$ cat src/hdl/mmdc_pkg.sv
package mmdc_pkg;

    localparam int unsigned PAGE_SHIFT = 12;
    localparam logic [3:0] TYPE_LOADER_CODE  = 4'd1;
    localparam logic [3:0] TYPE_LOADER_DATA  = 4'd2;
    localparam logic [3:0] TYPE_BOOT_CODE    = 4'd3;
    localparam logic [3:0] TYPE_BOOT_DATA    = 4'd4;
    localparam logic [3:0] TYPE_CONVENTIONAL = 4'd7;

    typedef struct packed {
        logic [3:0]  mem_type;
        logic [63:0] phys_start;
        logic [63:0] virt_start;
        logic [63:0] page_count;
        logic [63:0] attr_bits;
        logic        last_in;
    } t_desc_in;

    typedef struct packed {
        logic [3:0]  out_type;
        logic [63:0] out_phys_start;
        logic [63:0] out_virt_start;
        logic [63:0] out_page_count;
        logic [63:0] out_attr_bits;
        logic        last_out;
    } t_desc_out;

    typedef struct packed {
        logic        valid;
        logic [3:0]  mem_type;
        logic [63:0] phys;
        logic [63:0] virt;
        logic [63:0] pages;
        logic [63:0] attr;
    } t_held;

    function automatic logic type_joinable(input logic [3:0] t);
        return (t == TYPE_LOADER_CODE) || (t == TYPE_LOADER_DATA) ||
               (t == TYPE_BOOT_CODE) || (t == TYPE_BOOT_DATA) ||
               (t == TYPE_CONVENTIONAL);
    endfunction

endpackage

$ cat src/hdl/memory_map_descriptor_coalescer.sv
// Flow: an accepted request is taken into the input register, merged with the held
// descriptor, and its results are written into the result queue, then offered.
// Throughput: one descriptor per cycle while the result queue has room; a non-merging
// last descriptor yields two results, which leave through the two-entry result queue
// one per cycle while the output is not stalled. Reset (synchronous, active low)
// empties the input register, the result queue and the held descriptor.
module memory_map_descriptor_coalescer
    import mmdc_pkg::*;
(
    input  logic      i_clk,
    input  logic      i_rst_n,
    input  logic      i_in_valid,
    output logic      o_in_stall,
    input  t_desc_in  i_in_data,
    output logic      o_out_valid,
    input  logic      i_out_stall,
    output t_desc_out o_out_data
);

    logic       r_in_valid;
    t_desc_in   r_in;
    t_held      r_held;
    logic [1:0] r_cnt;
    t_desc_out  r_q0;
    t_desc_out  r_q1;

    logic       n_in_valid;
    t_held      n_held;
    logic [1:0] n_cnt;
    t_desc_out  n_q0;
    t_desc_out  n_q1;

    logic [1:0] num_res;
    t_desc_out  res0;
    t_desc_out  res1;
    t_held      merged;
    logic       pop;
    logic [1:0] remain;
    logic [2:0] fill;
    logic       go;

    mmdc_merge u_merge (
        .i_held    (r_held),
        .i_desc    (r_in),
        .o_num_res (num_res),
        .o_res0    (res0),
        .o_res1    (res1),
        .o_held    (merged)
    );

    assign pop    = (r_cnt != 2'd0) && !i_out_stall;
    assign remain = r_cnt - {1'b0, pop};
    assign fill   = {1'b0, remain} + {1'b0, num_res};
    assign go     = r_in_valid && (fill <= 3'd2);

    assign o_in_stall  = r_in_valid && !go;
    assign o_out_valid = (r_cnt != 2'd0);
    assign o_out_data  = r_q0;

    always_comb begin
        n_q0   = r_q0;
        n_q1   = r_q1;
        n_cnt  = remain;
        n_held = r_held;
        if (pop) begin
            n_q0 = r_q1;
        end
        if (go) begin
            n_held = merged;
            n_cnt  = fill[1:0];
            if (num_res != 2'd0) begin
                if (remain == 2'd0) begin
                    n_q0 = res0;
                    n_q1 = res1;
                end else begin
                    n_q1 = res0;
                end
            end
        end
        n_in_valid = i_in_valid || o_in_stall;
    end

    always_ff @(posedge i_clk) begin
        if (!i_rst_n) begin
            r_in_valid   <= 1'b0;
            r_cnt        <= 2'd0;
            r_held.valid <= 1'b0;
        end else begin
            r_in_valid <= n_in_valid;
            r_cnt      <= n_cnt;
            r_held     <= n_held;
        end
    end

    always_ff @(posedge i_clk) begin
        if (!o_in_stall) begin
            r_in <= i_in_data;
        end
        r_q0 <= n_q0;
        r_q1 <= n_q1;
    end

endmodule

$ cat src/hdl/mmdc_merge.sv
module mmdc_merge
    import mmdc_pkg::*;
(
    input  t_held      i_held,
    input  t_desc_in   i_desc,
    output logic [1:0] o_num_res,
    output t_desc_out  o_res0,
    output t_desc_out  o_res1,
    output t_held      o_held
);

    logic [63:0] held_end;
    logic        join_ok;
    t_held       fresh;
    t_desc_out   held_res;
    t_desc_out   fresh_res;

    assign held_end = i_held.phys + {i_held.pages[63-PAGE_SHIFT:0], {PAGE_SHIFT{1'b0}}};
    assign join_ok  = i_held.valid && (i_desc.attr_bits == i_held.attr) &&
                      (held_end == i_desc.phys_start) &&
                      type_joinable(i_desc.mem_type) && type_joinable(i_held.mem_type);

    always_comb begin
        fresh.valid    = 1'b1;
        fresh.mem_type = i_desc.mem_type;
        fresh.phys     = i_desc.phys_start;
        fresh.virt     = i_desc.virt_start;
        fresh.pages    = i_desc.page_count;
        fresh.attr     = i_desc.attr_bits;

        held_res = '{out_type: i_held.mem_type, out_phys_start: i_held.phys,
                     out_virt_start: i_held.virt, out_page_count: i_held.pages,
                     out_attr_bits: i_held.attr, last_out: 1'b0};

        o_num_res = 2'd0;
        o_res0    = held_res;
        o_res1    = held_res;

        if (join_ok) begin
            o_held          = i_held;
            o_held.mem_type = TYPE_CONVENTIONAL;
            o_held.pages    = i_held.pages + i_desc.page_count;
        end else begin
            o_held = fresh;
            if (i_held.valid) begin
                o_num_res = 2'd1;
            end
        end

        fresh_res = '{out_type: o_held.mem_type, out_phys_start: o_held.phys,
                      out_virt_start: o_held.virt, out_page_count: o_held.pages,
                      out_attr_bits: o_held.attr, last_out: 1'b1};

        // flush whatever is held after this request
        if (i_desc.last_in) begin
            if (o_num_res == 2'd1) begin
                o_res1 = fresh_res;
            end else begin
                o_res0 = fresh_res;
            end
            o_num_res   = o_num_res + 2'd1;
            o_held.valid = 1'b0;
        end
    end

endmodule

$ cat config.mk
export PLATFORM = sky130hd
export DESIGN_NAME = memory_map_descriptor_coalescer
export DESIGN_NICKNAME = d
export VERILOG_FILES = /design/src/hdl/mmdc_pkg.sv /design/src/hdl/memory_map_descriptor_coalescer.sv /design/src/hdl/mmdc_merge.sv
export SDC_FILE = /design/constraint.sdc
export NUM_CORES = 2
export LEC_CHECK = 0
export ABC_AREA = 0
export BUFFER_PORTS_ARGS = -buffer_cell sky130_fd_sc_hd__buf_2
export CORE_MARGIN = 2
export CORE_UTILIZATION = 45
export DETAILED_ROUTE_END_ITERATION = 8
export PLACE_DENSITY = 0.77
export SLEW_MARGIN = 25
export SYNTH_ARGS = -nofsm -noshare
export SYNTH_HDL_FRONTEND = slang
export SYNTH_SLANG_ARGS = --single-unit
$ cat constraint.sdc
create_clock -name i_clk -period 19.7 [get_ports i_clk]
set_clock_uncertainty 0.05 [all_clocks]
set_input_delay 0.985 -clock i_clk [delete_from_list [all_inputs] [get_ports i_clk]]
set_output_delay 0.985 -clock i_clk [all_outputs]
set_load 0.02 [all_outputs]
==> run_results.csv <==
group,metric,value,unit
cts,postCtsResizedCells,0,
power_and_ir_drop,total_power_consumption,10900,µW
cells_and_area,num-nets-final,5732,
cts,ctsRootBufferMaster,"sky130_fd_sc_hd__clkbuf_16",
setup_path,worst-r2r-setup-slack,9500,ps
die,fp.dieArea,0.120,mm²
synthesis,number_of_enable_flip_flop_cells_after_synthesis,782,
cells_and_area,area_growth,13.8,%
setup_path,critPathCaptureType,"register",
setup_path,cp_data_required_time,20160,ps
synthesis,yosysUniqueCellTypes,99,
placed_design,place.gp.congestion,0.993,
cts,clk_pin_slew,70,ps
timing,layout_worst_path_cycle_share,0.518,
power_and_ir_drop,p_leak,0.0240,µW
synthesis,avgSynthCellArea,10.5,µm²
setup_path,critical_path_peak_fanout,146,
detailed_routing,detailedRoute.firstIterationViolations,4358,
cells_and_area,n_fill_cell,10114,
synthesis,synth-seq-cells,1047,
global_route,grt_start_max_net_pins,169,
power_and_ir_drop,vdd_ir_drop_max,0.259,mV
placed_design,placed_cells_incl_taps,6755,
min_path,timing.hold.worst_path_depth,1,
synthesis,synth.most_common_cell,"sky130_fd_sc_hd__nand2_1",
min_path,min-delay-start,"i_in_data[108]",
detailed_routing,drc,0,
cts,cts_buffers,110,
timing,grt_setup_unrepaired,"false",
cts,cts.sinks,1047,
global_route,grt_antenna_before_repair,13,
detailed_routing,dr.pass1.iters,6,
cells_and_area,finalNonFillerCells,6972,
timing,fin_crit,10200,ps
detailed_routing,via_count,41656,
die,rows,125,
detailed_routing,avgRoutedWirePerCell,25.1,µm
cts,cts_max_path_buffers,3,
detailed_routing,totalWireLength,175000,µm
setup_path,worst_r2r_endpoint,"o_out_data[213]",
synthesis,async_set_reset_flop_share_out_of_synthesis,0,
synthesis,netlist_top_cells_count,"sky130_fd_sc_hd__nand2_1 (1320), sky130_fd_sc_hd__edfxtp_1 (782), sky130_fd_sc_hd__clkbuf_1 (269), sky130_fd_sc_hd__dfxtp_1 (265), sky130_fd_sc_hd__a31oi_1 (223)",
cts,cts-hold-fix-buffers,0,
die,floorplan.initialDensity,0.453,
synthesis,netlist_area,0.0526,mm²
setup_path,worstSetupPathType,"register to register",
cts,cts_tree,"built",
timing,finalSetupViolations,0,
die,pin_count,528,
synthesis,ys_warn_count,0,
synthesis,netlist_instances,5018,
cells_and_area,layout-drive-gt1-share,0.198,
cts,h_tree_levels,3,
die,core_area,0.116,mm²
job,drv.max_cap_violation_count,0,
detailed_routing,avgViaCountPerCell,5.97,
setup_path,reg2reg_depth,21,
global_route,grt_first_pass_wirelength,256000,µm
global_route,groute.usage.overall,0.282,
timing,slew_headroom,0.238,
timing,hold_violations,0,
placed_design,io_buffer_count,527,
cts,postCtsSetupRepairBufs,0,
min_path,holdPathEnd,"r_in[108]",
setup_path,data_arrival_critical_path,10670,ps
die,chipHeight,346,µm
die,die_w,346,µm
power_and_ir_drop,cellPowerDensity,182,mW/mm²
timing,timing_worst_slew_pin_value,1140,ps
global_route,grt.overflow.total,0,
synthesis,synth.top_cell.area_share,0.446,
run_status,run_status,"finished, final reports clean",
min_path,min-delay-path-class,"input port to register",
detailed_routing,drt.antenna.violating_nets,0,
timing,totalNegativeSetupSlack,0,ps
setup_path,r2r_start,"r_held[64]",
synthesis,synth_top_cells_by_area,"sky130_fd_sc_hd__edfxtp_1 (45%), sky130_fd_sc_hd__dfxtp_1 (10%), sky130_fd_sc_hd__nand2_1 (9.4%), sky130_fd_sc_hd__mux2_2 (4.7%), sky130_fd_sc_hd__ha_1 (2.8%)",
timing,timing.hold.ws,345,ps
synthesis,synth_largest_area_cell,"sky130_fd_sc_hd__edfxtp_1",
timing,fmaxAchievable,98.0,MHz
placed_design,dp_hpwl,121000,µm
synthesis,synth_seq_area_share,0.547,
synthesis,syn-num-nets,5404,
global_route,first_global_vias,39380,
synthesis,ys.flop_type,"sky130_fd_sc_hd__edfxtp_1",
timing,max_slew_violation_count,0,
setup_path,start_kind,"register",
cts,clock_latency_on_the_worst_skew_pair,770,ps
==> cells by family after synthesis <==
kind of cell | synth area share
compound gates | 0.107
fa+ha+maj | 0.0292
simple gates | 0.167
xor+xnor | 0.0343
flops | 0.547
mux | 0.0819
buf+inv | 0.0336
==> area by class of cell <==
type,instances,area (µm²),area share
repair buffers,571,3080,0.0515
clock inverters,57,663,0.0111
multi-input cells,3568,22200,0.370
diodes,6,15.0,0.000251
well taps,1524,1910,0.0318
clock buffers,151,3080,0.0514
flip-flops and latches,1047,28800,0.481
inverters,48,188,0.00313
==> sequential cells by signal, summed over array words and instances, names as in the netlist <==
name	count
r_in_valid	1
o_out_data	261
r_cnt	2
r_q1	261
r_held	261
r_in	261
==> worst max-delay path, cell delays in order, from the launching register on <==
cell and delay [ps]:
sky130_fd_sc_hd__edfxtp_1 500, sky130_fd_sc_hd__ha_1 280, sky130_fd_sc_hd__fa_1 430, sky130_fd_sc_hd__xnor2_1 670, sky130_fd_sc_hd__nand3_1 320, sky130_fd_sc_hd__nor4_1 770, sky130_fd_sc_hd__nand4_1 190, sky130_fd_sc_hd__or4_1 510
sky130_fd_sc_hd__and4bb_1 290, sky130_fd_sc_hd__nand4_1 170, sky130_fd_sc_hd__or4b_4 790, sky130_fd_sc_hd__nand3_1 440, sky130_fd_sc_hd__fa_1 520, sky130_fd_sc_hd__o21ai_0 460, sky130_fd_sc_hd__inv_1 80, sky130_fd_sc_hd__nand2_1 240
sky130_fd_sc_hd__nor2_4 60, sky130_fd_sc_hd__buf_12 360, sky130_fd_sc_hd__nand2_4 700, sky130_fd_sc_hd__buf_4 850, sky130_fd_sc_hd__buf_4 920, sky130_fd_sc_hd__a31oi_1 170
==> routing by layer <==
| metal | up-vias | global-route usage | share of wire |
|---|---|---|---|
| li1 | 18793 | - | - |
| met1 | 20375 | 0.375 | 0.40 |
| met2 | 2120 | 0.439 | 0.46 |
| met3 | 354 | 0.0585 | 0.092 |
| met4 | 14 | 0.133 | 0.050 |
| met5 | - | 0 | 0.00049 |
==> metrics by stage <==
| step | area [µm²] | setup slack, ps | utilization |
|---|---|---|---|
| after CTS | 59800 | 9580 | 0.515 |
| final | 59900 | 9500 | 0.516 |
| after global routing | 59900 | 9120 | 0.516 |
| after detailed placement | 56000 | 9650 | 0.483 |
| after global placement | 56000 | 9710 | 0.483 |
| after floorplan | 52600 | 1370 | - |
==> worst max-delay path by stage <==
stage	startpoint	to	slack [ps]
after floorplan	r_held[70]	o_out_data[125]	1370
after detailed placement	r_held[64]	o_out_data[159]	9650
after global placement	r_held[64]	o_out_data[154]	9710
after global routing	r_held[64]	o_out_data[213]	9120
after CTS	r_held[64]	o_out_data[151]	9580
final	r_held[64]	o_out_data[213]	9500
==> cell usage in the layout, fill, tap and decap left out, types with 17 or more instances in the layout <==
cell type	count
sky130_fd_sc_hd__dfxtp_1	265
sky130_fd_sc_hd__buf_2	527
sky130_fd_sc_hd__a21oi_1	180
sky130_fd_sc_hd__nor3_1	47
sky130_fd_sc_hd__nand2_1	1317
sky130_fd_sc_hd__mux2i_1	73
sky130_fd_sc_hd__clkinv_2	19
sky130_fd_sc_hd__o211ai_1	17
sky130_fd_sc_hd__clkbuf_1	27
sky130_fd_sc_hd__a21o_1	53
sky130_fd_sc_hd__edfxtp_1	782
sky130_fd_sc_hd__a31oi_1	223
sky130_fd_sc_hd__xor2_1	102
sky130_fd_sc_hd__nand3_1	43
sky130_fd_sc_hd__nor4_1	33
sky130_fd_sc_hd__clkinv_1	17
sky130_fd_sc_hd__mux2_4	66
sky130_fd_sc_hd__o21ai_0	142
sky130_fd_sc_hd__and3_1	214
sky130_fd_sc_hd__nor2_1	158
sky130_fd_sc_hd__a211oi_1	20
sky130_fd_sc_hd__o22ai_1	62
sky130_fd_sc_hd__ha_1	118
sky130_fd_sc_hd__buf_4	34
sky130_fd_sc_hd__xnor2_1	104
sky130_fd_sc_hd__inv_1	46
sky130_fd_sc_hd__nand4_1	51
sky130_fd_sc_hd__o21a_1	33
sky130_fd_sc_hd__clkbuf_16	113
sky130_fd_sc_hd__mux2_2	221
==> report_power, final <==
part           total, µW  internal, µW  switching (µW)
Clock               2150          1240             906
Sequential          3950          3380             571
Combinational       4780          1730            3060
Total              10900          6350            4530
Power figures use the tool's default switching activity.
